**src/rtl/core/edpq_pkg.sv**
```systemverilog
package edpq_pkg;

   localparam int QUEUE_DEPTH_DEFAULT = 32;

   // csr map
   localparam int CSR_ADDR_W = 4;
   localparam int CSR_DATA_W = 32;
   localparam logic [1:0] REG_GLITCH_THRESHOLD = 2'd0;
   localparam logic [1:0] REG_STEPS_PER_DETENT = 2'd1;
   localparam logic [1:0] REG_NARROW_COUNTER   = 2'd2;

   // field widths
   localparam int COUNT_W   = 32;
   localparam int THRESH_W  = 7;
   localparam int STEP_W    = 5;
   localparam int RESIDUE_W = 8;
   localparam int SUM_W     = 9;
   localparam int SUM_MAG_W = SUM_W - 1;
   localparam int DETENT_W  = 8;
   localparam int PHASE_W   = 2;
   localparam int DEPTH_W   = 6;
   localparam int NARROW_W  = 16;

   localparam logic [THRESH_W-1:0] GLITCH_THRESHOLD_RESET = 7'd20;
   localparam logic [STEP_W-1:0]   STEPS_PER_DETENT_RESET = 5'd4;

   // five phases per detent, quotient up to 157 -> 785 pushes at most
   localparam int PHASES_PER_DETENT = 5;
   localparam int SEQ_IDX_W = $clog2(PHASES_PER_DETENT);
   localparam int PUSH_W    = 10;

   localparam logic [PHASE_W-1:0] SEQ_POS [PHASES_PER_DETENT] = '{2'd0, 2'd1, 2'd3, 2'd2, 2'd0};
   localparam logic [PHASE_W-1:0] SEQ_NEG [PHASES_PER_DETENT] = '{2'd0, 2'd2, 2'd3, 2'd1, 2'd0};

   localparam int DIV_CNT_W = $clog2(SUM_MAG_W);

   typedef struct packed {
      logic                 done;
      logic [SUM_MAG_W-1:0] quotient;
      logic [STEP_W-1:0]    remainder;
   } div_status_type;

endpackage

```
**src/rtl/core/edpq_divider.sv**
```systemverilog
module edpq_divider (
   input  logic                           clock,
   input  logic                           reset,
   input  logic                           start,
   input  logic [edpq_pkg::SUM_MAG_W-1:0] dividend,
   input  logic [edpq_pkg::STEP_W-1:0]    divisor,
   output edpq_pkg::div_status_type       status
);

   logic                           run_ff;
   logic                           done_ff;
   logic [edpq_pkg::DIV_CNT_W-1:0] cnt_ff;
   logic [edpq_pkg::SUM_MAG_W-1:0] quo_ff;
   logic [edpq_pkg::STEP_W-1:0]    rem_ff;
   logic [edpq_pkg::STEP_W-1:0]    div_ff;
   logic [edpq_pkg::STEP_W:0]      trial;
   logic [edpq_pkg::STEP_W:0]      trial_sub;
   logic                           fits;

   // one extra bit, the remainder can use the divisor's top bit
   assign trial     = {rem_ff, quo_ff[edpq_pkg::SUM_MAG_W-1]};
   assign fits      = (trial >= {1'b0, div_ff});
   assign trial_sub = trial - {1'b0, div_ff};

   always_ff @(posedge clock) begin
      if (reset) begin
         run_ff  <= 1'b0;
         done_ff <= 1'b0;
         cnt_ff  <= '0;
      end else begin
         done_ff <= 1'b0;
         if (start) begin
            run_ff <= 1'b1;
            cnt_ff <= '0;
         end else if (run_ff) begin
            cnt_ff <= cnt_ff + 1'b1;
            if (cnt_ff == edpq_pkg::DIV_CNT_W'(edpq_pkg::SUM_MAG_W - 1)) begin
               run_ff  <= 1'b0;
               done_ff <= 1'b1;
            end
         end
      end
   end

   always_ff @(posedge clock) begin
      if (start) begin
         quo_ff <= dividend;
         rem_ff <= '0;
         div_ff <= divisor;
      end else if (run_ff) begin
         quo_ff <= {quo_ff[edpq_pkg::SUM_MAG_W-2:0], fits};
         rem_ff <= fits ? trial_sub[edpq_pkg::STEP_W-1:0] : trial[edpq_pkg::STEP_W-1:0];
      end
   end

   assign status.done      = done_ff;
   assign status.quotient  = quo_ff;
   assign status.remainder = rem_ff;

   property p_done_after_run;
      @(posedge clock) disable iff (reset)
         done_ff |-> !run_ff;
   endproperty
   a_done_after_run: assert property (p_done_after_run)
      else $error("divider done while still running");

   property p_rem_below_divisor;
      @(posedge clock) disable iff (reset)
         done_ff |-> (rem_ff < div_ff);
   endproperty
   a_rem_below_divisor: assert property (p_rem_below_divisor)
      else $error("divider remainder not below divisor");

   property p_start_runs;
      @(posedge clock) disable iff (reset)
         start |=> run_ff;
   endproperty
   a_start_runs: assert property (p_start_runs)
      else $error("divider did not start");

endmodule

```
**src/rtl/core/encoder_detent_phase_queue.sv**
```systemverilog
// Encoder detent counter with a phase queue. Each request beat is either a
// counter sample (kind 0) or a pop (kind 1), and each gives exactly one
// response beat. A sample forms the signed count change since the previous
// sample (wrapped at 16 bits when narrow_counter is set), rejects it as a
// glitch when its size exceeds glitch_threshold, and otherwise adds it to a
// residue from which whole detents are taken; each detent writes the phases
// 0,1,3,2,0 (positive) or 0,2,3,1,0 (negative) into the queue until it is
// full. A pop returns the oldest phase. A pop passes through ST_POP, a
// glitch through ST_CALC and ST_CHECK, and any other sample, the first after
// reset included, through ST_CALC, ST_CHECK, ST_NORM, ST_DIVIDE (the
// bit-serial divider, 8 steps), ST_PLAN and ST_PUSH, which writes the phases
// through the single write port of the phase memory; each ends in ST_RESULT.
// One request is in flight at a time; the output register lets the next request enter while a response waits.
// The phase memory is not cleared after reset; only written entries are read.
module encoder_detent_phase_queue #(
   parameter int QUEUE_DEPTH = edpq_pkg::QUEUE_DEPTH_DEFAULT
) (
   input  logic                                   clock,
   input  logic                                   reset,
   input  logic                                   req_valid,
   output logic                                   req_stall,
   input  logic                                   req_kind,
   input  logic [edpq_pkg::COUNT_W-1:0]           req_counter_value,
   output logic                                   rsp_valid,
   input  logic                                   rsp_stall,
   output logic signed [edpq_pkg::COUNT_W-1:0]    rsp_count_change,
   output logic signed [edpq_pkg::DETENT_W-1:0]   rsp_detent_step,
   output logic                                   rsp_glitch_rejected,
   output logic                                   rsp_pop_valid,
   output logic [edpq_pkg::PHASE_W-1:0]           rsp_phase_ab,
   output logic [edpq_pkg::PHASE_W-1:0]           rsp_last_pushed_ab,
   output logic [edpq_pkg::DEPTH_W-1:0]           rsp_queue_depth,
   input  logic                                   csr_psel,
   input  logic                                   csr_penable,
   input  logic                                   csr_pwrite,
   input  logic [edpq_pkg::CSR_ADDR_W-1:0]        csr_paddr,
   input  logic [edpq_pkg::CSR_DATA_W-1:0]        csr_pwdata,
   output logic [edpq_pkg::CSR_DATA_W-1:0]        csr_prdata,
   output logic                                   csr_pready
);

   localparam int PTR_W    = (QUEUE_DEPTH > 1) ? $clog2(QUEUE_DEPTH) : 1;
   localparam int CNT_W    = $clog2(QUEUE_DEPTH + 1);
   localparam int CMP_W    = (CNT_W > edpq_pkg::PUSH_W) ? CNT_W : edpq_pkg::PUSH_W;
   localparam int FILL_X_W = CNT_W + edpq_pkg::DEPTH_W;

   typedef enum logic [8:0] {
      ST_IDLE   = 9'b000000001,
      ST_CALC   = 9'b000000010,
      ST_CHECK  = 9'b000000100,
      ST_NORM   = 9'b000001000,
      ST_DIVIDE = 9'b000010000,
      ST_PLAN   = 9'b000100000,
      ST_PUSH   = 9'b001000000,
      ST_POP    = 9'b010000000,
      ST_RESULT = 9'b100000000
   } state_type;

   state_type state_ff, state_in;

   // configuration
   logic [edpq_pkg::THRESH_W-1:0] thr_ff, thr_in;
   logic [edpq_pkg::STEP_W-1:0]   steps_ff, steps_in;
   logic                          narrow_ff, narrow_in;

   // block state
   logic [edpq_pkg::COUNT_W-1:0]   prev_ff, prev_in;
   logic                           started_ff, started_in;
   logic [edpq_pkg::RESIDUE_W-1:0] residue_ff, residue_in;
   logic [PTR_W-1:0]               wp_ff, wp_in;
   logic [PTR_W-1:0]               rp_ff, rp_in;
   logic [CNT_W-1:0]               fill_ff, fill_in;
   logic [edpq_pkg::PHASE_W-1:0]   last_phase_ff, last_phase_in;

   // per-item working registers
   logic [edpq_pkg::COUNT_W-1:0]   cur_ff, cur_in;
   logic [edpq_pkg::COUNT_W-1:0]   delta_ff, delta_in;
   logic                           glitch_ff, glitch_in;
   logic [edpq_pkg::SUM_W-1:0]     detents_ff, detents_in;
   logic                           popv_ff, popv_in;
   logic [edpq_pkg::PHASE_W-1:0]   phase_ff, phase_in;
   logic [edpq_pkg::SUM_W-1:0]     sum_ff, sum_in;
   logic                           sum_neg_ff, sum_neg_in;
   logic [CNT_W-1:0]               push_left_ff, push_left_in;
   logic [edpq_pkg::SEQ_IDX_W-1:0] seq_idx_ff, seq_idx_in;

   // response register
   logic                                 rsp_valid_ff, rsp_valid_in;
   logic [edpq_pkg::COUNT_W-1:0]         rsp_delta_ff, rsp_delta_in;
   logic [edpq_pkg::DETENT_W-1:0]        rsp_detent_ff, rsp_detent_in;
   logic                                 rsp_glitch_ff, rsp_glitch_in;
   logic                                 rsp_popv_ff, rsp_popv_in;
   logic [edpq_pkg::PHASE_W-1:0]         rsp_phase_ff, rsp_phase_in;
   logic [edpq_pkg::PHASE_W-1:0]         rsp_last_ff, rsp_last_in;
   logic [edpq_pkg::DEPTH_W-1:0]         rsp_depth_ff, rsp_depth_in;

   // phase memory
   logic [edpq_pkg::PHASE_W-1:0] phase_mem [QUEUE_DEPTH];
   logic [edpq_pkg::PHASE_W-1:0] rd_data_ff;
   logic                         mem_we;
   logic                         mem_re;
   logic [edpq_pkg::PHASE_W-1:0] mem_wdata;

   // divider
   edpq_pkg::div_status_type       div_status;
   logic                           div_start;
   logic [edpq_pkg::SUM_W-1:0]     sum_abs;
   logic [edpq_pkg::STEP_W-1:0]    div_divisor;

   // combinational helpers
   logic                           req_accept;
   logic                           csr_write;
   logic [edpq_pkg::COUNT_W-1:0]   diff;
   logic [edpq_pkg::COUNT_W-1:0]   mag;
   logic [edpq_pkg::SUM_W-1:0]     quo_ext;
   logic [edpq_pkg::RESIDUE_W-1:0] rem_ext;
   logic [CMP_W-1:0]               push_want;
   logic [CMP_W-1:0]               push_room;
   logic [FILL_X_W-1:0]            fill_ext;

   assign req_accept = req_valid && !req_stall;
   assign req_stall  = (state_ff != ST_IDLE);
   assign csr_pready = 1'b1;
   assign csr_write  = csr_psel && csr_penable && csr_pwrite && csr_pready;

   assign diff    = cur_ff - prev_ff;
   assign mag     = delta_ff[edpq_pkg::COUNT_W-1] ? (~delta_ff + 1'b1) : delta_ff;
   assign sum_abs = sum_ff[edpq_pkg::SUM_W-1] ? (~sum_ff + 1'b1) : sum_ff;
   assign div_divisor = (steps_ff == '0) ? edpq_pkg::STEP_W'(1) : steps_ff;

   assign quo_ext   = edpq_pkg::SUM_W'(div_status.quotient);
   assign rem_ext   = edpq_pkg::RESIDUE_W'(div_status.remainder);
   assign push_want = CMP_W'({quo_ext, 2'b00}) + CMP_W'(quo_ext);
   assign push_room = CMP_W'(QUEUE_DEPTH) - CMP_W'(fill_ff);
   assign fill_ext  = FILL_X_W'(fill_ff);

   assign mem_wdata = sum_neg_ff ? edpq_pkg::SEQ_NEG[seq_idx_ff]
                                 : edpq_pkg::SEQ_POS[seq_idx_ff];

   edpq_divider u_divider (
      .clock    (clock),
      .reset    (reset),
      .start    (div_start),
      .dividend (sum_abs[edpq_pkg::SUM_MAG_W-1:0]),
      .divisor  (div_divisor),
      .status   (div_status)
   );

   always_comb begin
      state_in      = state_ff;
      thr_in        = thr_ff;
      steps_in      = steps_ff;
      narrow_in     = narrow_ff;
      prev_in       = prev_ff;
      started_in    = started_ff;
      residue_in    = residue_ff;
      wp_in         = wp_ff;
      rp_in         = rp_ff;
      fill_in       = fill_ff;
      last_phase_in = last_phase_ff;
      cur_in        = cur_ff;
      delta_in      = delta_ff;
      glitch_in     = glitch_ff;
      detents_in    = detents_ff;
      popv_in       = popv_ff;
      phase_in      = phase_ff;
      sum_in        = sum_ff;
      sum_neg_in    = sum_neg_ff;
      push_left_in  = push_left_ff;
      seq_idx_in    = seq_idx_ff;
      rsp_valid_in  = rsp_valid_ff && rsp_stall;
      rsp_delta_in  = rsp_delta_ff;
      rsp_detent_in = rsp_detent_ff;
      rsp_glitch_in = rsp_glitch_ff;
      rsp_popv_in   = rsp_popv_ff;
      rsp_phase_in  = rsp_phase_ff;
      rsp_last_in   = rsp_last_ff;
      rsp_depth_in  = rsp_depth_ff;
      mem_we        = 1'b0;
      mem_re        = 1'b0;
      div_start     = 1'b0;

      if (csr_write) begin
         case (csr_paddr[3:2])
            edpq_pkg::REG_GLITCH_THRESHOLD: thr_in    = csr_pwdata[edpq_pkg::THRESH_W-1:0];
            edpq_pkg::REG_STEPS_PER_DETENT: steps_in  = csr_pwdata[edpq_pkg::STEP_W-1:0];
            edpq_pkg::REG_NARROW_COUNTER:   narrow_in = csr_pwdata[0];
            default: ;
         endcase
      end

      case (state_ff)
         ST_IDLE: begin
            if (req_accept) begin
               cur_in     = req_counter_value;
               delta_in   = '0;
               glitch_in  = 1'b0;
               detents_in = '0;
               popv_in    = 1'b0;
               phase_in   = '0;
               mem_re     = req_kind;
               state_in   = req_kind ? ST_POP : ST_CALC;
            end
         end
         ST_CALC: begin
            if (!started_ff) begin
               started_in = 1'b1;
            end else if (narrow_ff) begin
               delta_in = {{(edpq_pkg::COUNT_W-edpq_pkg::NARROW_W){diff[edpq_pkg::NARROW_W-1]}},
                           diff[edpq_pkg::NARROW_W-1:0]};
            end else begin
               delta_in = diff;
            end
            prev_in  = cur_ff;
            state_in = ST_CHECK;
         end
         ST_CHECK: begin
            if (mag > edpq_pkg::COUNT_W'(thr_ff)) begin
               glitch_in = 1'b1;
               state_in  = ST_RESULT;
            end else begin
               // an accepted delta is within 7 bits of magnitude
               sum_in   = {residue_ff[edpq_pkg::RESIDUE_W-1], residue_ff}
                          + delta_ff[edpq_pkg::SUM_W-1:0];
               state_in = ST_NORM;
            end
         end
         ST_NORM: begin
            sum_neg_in = sum_ff[edpq_pkg::SUM_W-1];
            div_start  = 1'b1;
            state_in   = ST_DIVIDE;
         end
         ST_DIVIDE: begin
            if (div_status.done) begin
               state_in = ST_PLAN;
            end
         end
         ST_PLAN: begin
            // truncation toward zero: quotient and remainder take the sign of the sum
            detents_in   = sum_neg_ff ? (~quo_ext + 1'b1) : quo_ext;
            residue_in   = sum_neg_ff ? (~rem_ext + 1'b1) : rem_ext;
            push_left_in = (push_want < push_room) ? push_want[CNT_W-1:0]
                                                   : push_room[CNT_W-1:0];
            seq_idx_in   = '0;
            state_in     = ST_PUSH;
         end
         ST_PUSH: begin
            if (push_left_ff != '0) begin
               mem_we        = 1'b1;
               last_phase_in = mem_wdata;
               wp_in         = (wp_ff == PTR_W'(QUEUE_DEPTH - 1)) ? '0 : wp_ff + 1'b1;
               fill_in       = fill_ff + 1'b1;
               push_left_in  = push_left_ff - 1'b1;
               seq_idx_in    = (seq_idx_ff == edpq_pkg::SEQ_IDX_W'(edpq_pkg::PHASES_PER_DETENT - 1))
                               ? '0 : seq_idx_ff + 1'b1;
            end else begin
               state_in = ST_RESULT;
            end
         end
         ST_POP: begin
            if (fill_ff != '0) begin
               popv_in  = 1'b1;
               phase_in = rd_data_ff;
               rp_in    = (rp_ff == PTR_W'(QUEUE_DEPTH - 1)) ? '0 : rp_ff + 1'b1;
               fill_in  = fill_ff - 1'b1;
            end
            state_in = ST_RESULT;
         end
         ST_RESULT: begin
            if (!rsp_valid_ff || !rsp_stall) begin
               rsp_valid_in  = 1'b1;
               rsp_delta_in  = delta_ff;
               rsp_detent_in = detents_ff[edpq_pkg::DETENT_W-1:0];
               rsp_glitch_in = glitch_ff;
               rsp_popv_in   = popv_ff;
               rsp_phase_in  = phase_ff;
               rsp_last_in   = last_phase_ff;
               rsp_depth_in  = fill_ext[edpq_pkg::DEPTH_W-1:0];
               state_in      = ST_IDLE;
            end
         end
         default: begin
            state_in = ST_IDLE;
         end
      endcase
   end

   always_ff @(posedge clock) begin
      if (reset) begin
         state_ff      <= ST_IDLE;
         thr_ff        <= edpq_pkg::GLITCH_THRESHOLD_RESET;
         steps_ff      <= edpq_pkg::STEPS_PER_DETENT_RESET;
         narrow_ff     <= 1'b0;
         prev_ff       <= '0;
         started_ff    <= 1'b0;
         residue_ff    <= '0;
         wp_ff         <= '0;
         rp_ff         <= '0;
         fill_ff       <= '0;
         last_phase_ff <= '0;
         rsp_valid_ff  <= 1'b0;
      end else begin
         state_ff      <= state_in;
         thr_ff        <= thr_in;
         steps_ff      <= steps_in;
         narrow_ff     <= narrow_in;
         prev_ff       <= prev_in;
         started_ff    <= started_in;
         residue_ff    <= residue_in;
         wp_ff         <= wp_in;
         rp_ff         <= rp_in;
         fill_ff       <= fill_in;
         last_phase_ff <= last_phase_in;
         rsp_valid_ff  <= rsp_valid_in;
      end
   end

   always_ff @(posedge clock) begin
      cur_ff        <= cur_in;
      delta_ff      <= delta_in;
      glitch_ff     <= glitch_in;
      detents_ff    <= detents_in;
      popv_ff       <= popv_in;
      phase_ff      <= phase_in;
      sum_ff        <= sum_in;
      sum_neg_ff    <= sum_neg_in;
      push_left_ff  <= push_left_in;
      seq_idx_ff    <= seq_idx_in;
      rsp_delta_ff  <= rsp_delta_in;
      rsp_detent_ff <= rsp_detent_in;
      rsp_glitch_ff <= rsp_glitch_in;
      rsp_popv_ff   <= rsp_popv_in;
      rsp_phase_ff  <= rsp_phase_in;
      rsp_last_ff   <= rsp_last_in;
      rsp_depth_ff  <= rsp_depth_in;
   end

   always_ff @(posedge clock) begin
      if (mem_we) begin
         phase_mem[wp_ff] <= mem_wdata;
      end
      if (mem_re) begin
         rd_data_ff <= phase_mem[rp_ff];
      end
   end

   always_comb begin
      case (csr_paddr[3:2])
         edpq_pkg::REG_GLITCH_THRESHOLD: csr_prdata = edpq_pkg::CSR_DATA_W'(thr_ff);
         edpq_pkg::REG_STEPS_PER_DETENT: csr_prdata = edpq_pkg::CSR_DATA_W'(steps_ff);
         edpq_pkg::REG_NARROW_COUNTER:   csr_prdata = edpq_pkg::CSR_DATA_W'(narrow_ff);
         default:                        csr_prdata = '0;
      endcase
   end

   assign rsp_valid           = rsp_valid_ff;
   assign rsp_count_change    = rsp_delta_ff;
   assign rsp_detent_step     = rsp_detent_ff;
   assign rsp_glitch_rejected = rsp_glitch_ff;
   assign rsp_pop_valid       = rsp_popv_ff;
   assign rsp_phase_ab        = rsp_phase_ff;
   assign rsp_last_pushed_ab  = rsp_last_ff;
   assign rsp_queue_depth     = rsp_depth_ff;

   property p_fill_bounded;
      @(posedge clock) disable iff (reset)
         fill_ff <= CNT_W'(QUEUE_DEPTH);
   endproperty
   a_fill_bounded: assert property (p_fill_bounded)
      else $error("phase queue fill beyond depth");

   property p_write_needs_room;
      @(posedge clock) disable iff (reset)
         mem_we |-> (state_ff == ST_PUSH) && (fill_ff < CNT_W'(QUEUE_DEPTH));
   endproperty
   a_write_needs_room: assert property (p_write_needs_room)
      else $error("phase write into a full queue");

   property p_write_counts;
      @(posedge clock) disable iff (reset)
         mem_we |=> fill_ff == $past(fill_ff) + CNT_W'(1);
   endproperty
   a_write_counts: assert property (p_write_counts)
      else $error("phase write not counted");

   property p_accept_leaves_idle;
      @(posedge clock) disable iff (reset)
         req_accept |=> (state_ff != ST_IDLE);
   endproperty
   a_accept_leaves_idle: assert property (p_accept_leaves_idle)
      else $error("accepted beat not taken up");

   property p_glitch_no_detent;
      @(posedge clock) disable iff (reset)
         (rsp_valid_ff && rsp_glitch_ff) |-> (rsp_detent_ff == '0) && !rsp_popv_ff;
   endproperty
   a_glitch_no_detent: assert property (p_glitch_no_detent)
      else $error("glitch response carries detents");

endmodule

```
**config.mk**
```make
export PLATFORM = sky130hd
export DESIGN_NAME = encoder_detent_phase_queue
export DESIGN_NICKNAME = d
export VERILOG_FILES = /design/src/rtl/core/edpq_pkg.sv /design/src/rtl/core/edpq_divider.sv /design/src/rtl/core/encoder_detent_phase_queue.sv
export SDC_FILE = /design/constraint.sdc
export NUM_CORES = 1
export LEC_CHECK = 0
export BUFFER_PORTS_ARGS = -buffer_cell sky130_fd_sc_hd__buf_2
export CAP_MARGIN = 20
export CORE_UTILIZATION = 35
export CTS_BUF_LIST = sky130_fd_sc_hd__clkbuf_16
export CTS_CLUSTER_SIZE = 30
export DETAILED_ROUTE_END_ITERATION = 10
export PLACE_DENSITY = 0.58
export REMOVE_ABC_BUFFERS = 1
export SYNTH_ARGS = -nofsm -noshare
export SYNTH_HDL_FRONTEND = slang
export SYNTH_HIERARCHICAL = 1
export SYNTH_SLANG_ARGS = --single-unit
```
**constraint.sdc**
```tcl
create_clock -name clock -period 4.65 [get_ports clock]
set_clock_uncertainty 0.15 [all_clocks]
set_input_delay 0.93 -clock clock [delete_from_list [all_inputs] [get_ports clock]]
set_output_delay 0.93 -clock clock [all_outputs]
set_load 0.01 [all_outputs]
```
==> impl_metrics.json <==
{
  "outcome": "finished clean",
  "wl_per_cell_um": 16.2,
  "sw_frac_of_total_pct": 31.9,
  "r2r_cells": 8,
  "p_total_mw": 8.72,
  "cp-end-kind": "register",
  "met1_usage_pct": 20.6,
  "drive_gt1_share_pct": 14.3,
  "tns_ns": 0,
  "dr.pass1.iters": 5,
  "syn_inst": 1488,
  "vdd_ir_drop_max_mv": 0.259,
  "fin_crit_ns": 4.01,
  "syn_area_mm2": 0.0163,
  "worstPathBufferInverterCount": 0,
  "die_w_um": 218,
  "synth_edf_count": 226,
  "synth_commonest_cells": "226 x edfxtp_1, 144 x nor2_1, 138 x nand2_1",
  "worstSetupStartpointType": "register",
  "seqPwrFrac_pct": 45.0,
  "finalSetupViolations": 0,
  "use_met2_pct": 24.3,
  "cts_buffer_depth": 3,
  "clkTransAtPathRegs_ns": 0.06,
  "wl_um": 36000,
  "met3_usage_pct": 2.66,
  "clock_sink_count": 318,
  "clock_latency_ns": 0.54,
  "synth.distinct_cells": 80,
  "holdBufCountCts": 0,
  "die_area_mm2": 0.0475,
  "htreeDepth": 2,
  "grt_most_used_layer": "met2",
  "cts_tree": "done",
  "power_density_mw_per_mm2": 468,
  "fmax_mhz": 249,
  "min_period_over_period_pct": 86.3,
  "port_buffers": 109,
  "max_stage_delay_ns": 0.54,
  "grt_max_degree": 54,
  "yosys.area.top_type_share_pct": 41.6,
  "dr_total_vias": 11055,
  "yosys_warnings": 6,
  "r2r_setup_slack_ns": 0.64,
  "drcViolationCount": 0,
  "postRouteAntennaNets": 0,
  "slew_violations": 0,
  "synthTopCellsByArea": "edfxtp_1 42%, dfxtp_1 11%, ha_1 6.7%, nor2_1 3.3%, a21oi_1 3.2%",
  "synthFlopType": "edfxtp_1",
  "die_h_um": 218,
  "grt_pass1_vias": 10630,
  "antenna_found_initial": 5,
  "critPathSlowestCell": "or3_1",
  "area_growth_pct": 14.2,
  "seq_area_frac_synth_pct": 52.9,
  "hold_violations": 0,
  "start_util_pct": 35.7,
  "first_iter_violations": 615,
  "ios": 163,
  "cts_root_buf": "clkbuf_16",
  "p_clk_share_pct": 30.9,
  "hp-start": "detents_ff[5]",
  "grt-ovfl-total": 0,
  "grt_pass1_wl_um": 57100,
  "cp.required_ns": 4.67,
  "hpwl_um": 26100,
  "synth_most_common_cell": "edfxtp_1",
  "postCtsSetupBuffers": 0,
  "fin_cells": 2229,
  "hold_class": "reg2reg",
  "cpMostUsedCell": "or3_1",
  "viasPerCell": 4.96,
  "synth_area_leader_cell": "edfxtp_1",
  "crit_fanout": 11,
  "drv_cap": 0,
  "crit_type": "reg2reg",
  "synthArstFlopShare_pct": 0,
  "power.leakage_nw": 6.95,
  "cp_top_family": "simple AND/OR/NAND/NOR gates",
  "syn_avg_cell_area_um2": 11.0,
  "cp_cell_sequence": "or3_1 > or3_1 > or3_1 > o41ai_1 > a22o_1 > o2111ai_1 > nor4_4 > and2_1",
  "hold_end": "rsp_detent_step[5]",
  "nets": 1767,
  "coreArea_mm2": 0.0457,
  "dp_cells": 2157,
  "p_int_mw": 5.94,
  "timing.rr.end": "sum_ff[8]",
  "cts_resized": 0,
  "slew_headroom_pct": 29.6,
  "gp_congestion": 0.863,
  "row_count": 78,
  "arrival_ns": 4.03,
  "numCtsBuffers": 36,
  "worst-slew-pin-transition_ns": 1.05,
  "rsz0062_at_grt": "false",
  "switching_power_mw": 2.78,
  "hold_depth": 0,
  "r2r_start": "delta_ff[3]",
  "grt.total_usage_pct": 15.1,
  "ys_ff_latch": 318,
  "comb_power_share_pct": 24.0
}
==> sequential cells by signal, indices dropped and copies added, names as in the netlist, 3 cells and up <==
name / flops
phase_mem: 64
rp_ff: 5
rsp_count_change: 32
residue_ff: 8
state_ff: 9
detents_ff: 8
push_left_ff: 6
prev_ff: 32
fill_ff: 6
u_divider/rem_ff: 5
u_divider/div_ff: 5
rsp_queue_depth: 6
seq_idx_ff: 3
rsp_detent_step: 8
wp_ff: 5
u_divider/cnt_ff: 3
delta_ff: 32
thr_ff: 7
u_divider/quo_ff: 8
sum_ff: 9
cur_ff: 32
steps_ff: 5
==> layer usage <==
layer / wire (um) / vias to the layer above
met3: 1470 / 53
met2: 16700 / 211
li1: - / 5570
met1: 17100 / 5217
met4: 776 / 4
met5: 23 / -
==> worst max path at each step <==
stage,from,endpoint,depth (start not counted)
after floorplan,state_ff[3],delta_ff[0],6
after global placement,delta_ff[3],sum_ff[8],8
after detailed placement,delta_ff[3],sum_ff[8],8
after CTS,delta_ff[3],sum_ff[8],8
after global routing,delta_ff[3],sum_ff[7],8
final,delta_ff[3],sum_ff[8],8
==> layout by cell type (no fill, tap or decap), drive strengths merged, types with 17 or more instances in the layout <==
cell type / Yosys / layout
xnor2: 48 / 48
nand3: 18 / 18
buf: 32 / 129
ha: 88 / 88
xor2: 32 / 32
nor2: 144 / 144
edfxtp: 226 / 226
mux2i: 28 / 28
dfxtp: 92 / 92
inv: 94 / 107
a21oi: 104 / 104
clkbuf: 49 / 37
a21o: 28 / 28
conb: 2 / 26
nand2b: 17 / 17
mux4: 20 / 20
nand2: 138 / 138
nor3: 28 / 28
o21ai: 55 / 55
==> power by group through the flow <==
stage	registers, mW	clock network [mW]	logic [mW]
after floorplan	3.82	0	1.59
after CTS	3.93	2.78	2.11
final	3.93	2.70	2.10
after detailed placement	3.99	0	2.09
after global placement	3.98	0	2.08
after global routing	3.97	2.89	2.36
==> final cells by class <==
class | instances | area, um2
repair buffers | 129 | 716
inverters | 94 | 353
flip-flops and latches | 318 | 8630
clock inverters | 29 | 208
well taps | 600 | 751
fillers | 4401 | 27000
clock buffers | 37 | 926
multi-input cells | 1019 | 7040
diodes | 3 | 7.51
==> logic make-up after synthesis <==
logic type,count (synthesis),share of synthesized area [%]
AOI/OAI and AO/OA,301,11.9
xor gates and xnor gates,80,4.29
adders and majority gates,93,7.36
buffers and inverters,175,4.66
DFF,318,52.9
muxes,59,5.24
other,2,0.0460
and+or+nand+nor,460,13.6
==> through the flow <==
step	area, um2	hold slack, ns	utilization (%)	setup slack, ns
2_1_floorplan	16000	0.250	-	-1.37
3_3_place_gp	17400	0.253	38.2	0.641
3_5_place_dp	17400	0.256	38.2	0.572
4_1_cts	18600	0.273	40.7	0.520
5_1_grt	18600	0.284	40.8	0.325
6_report	18600	0.272	40.8	0.638
(Power assumes the default switching activity.)
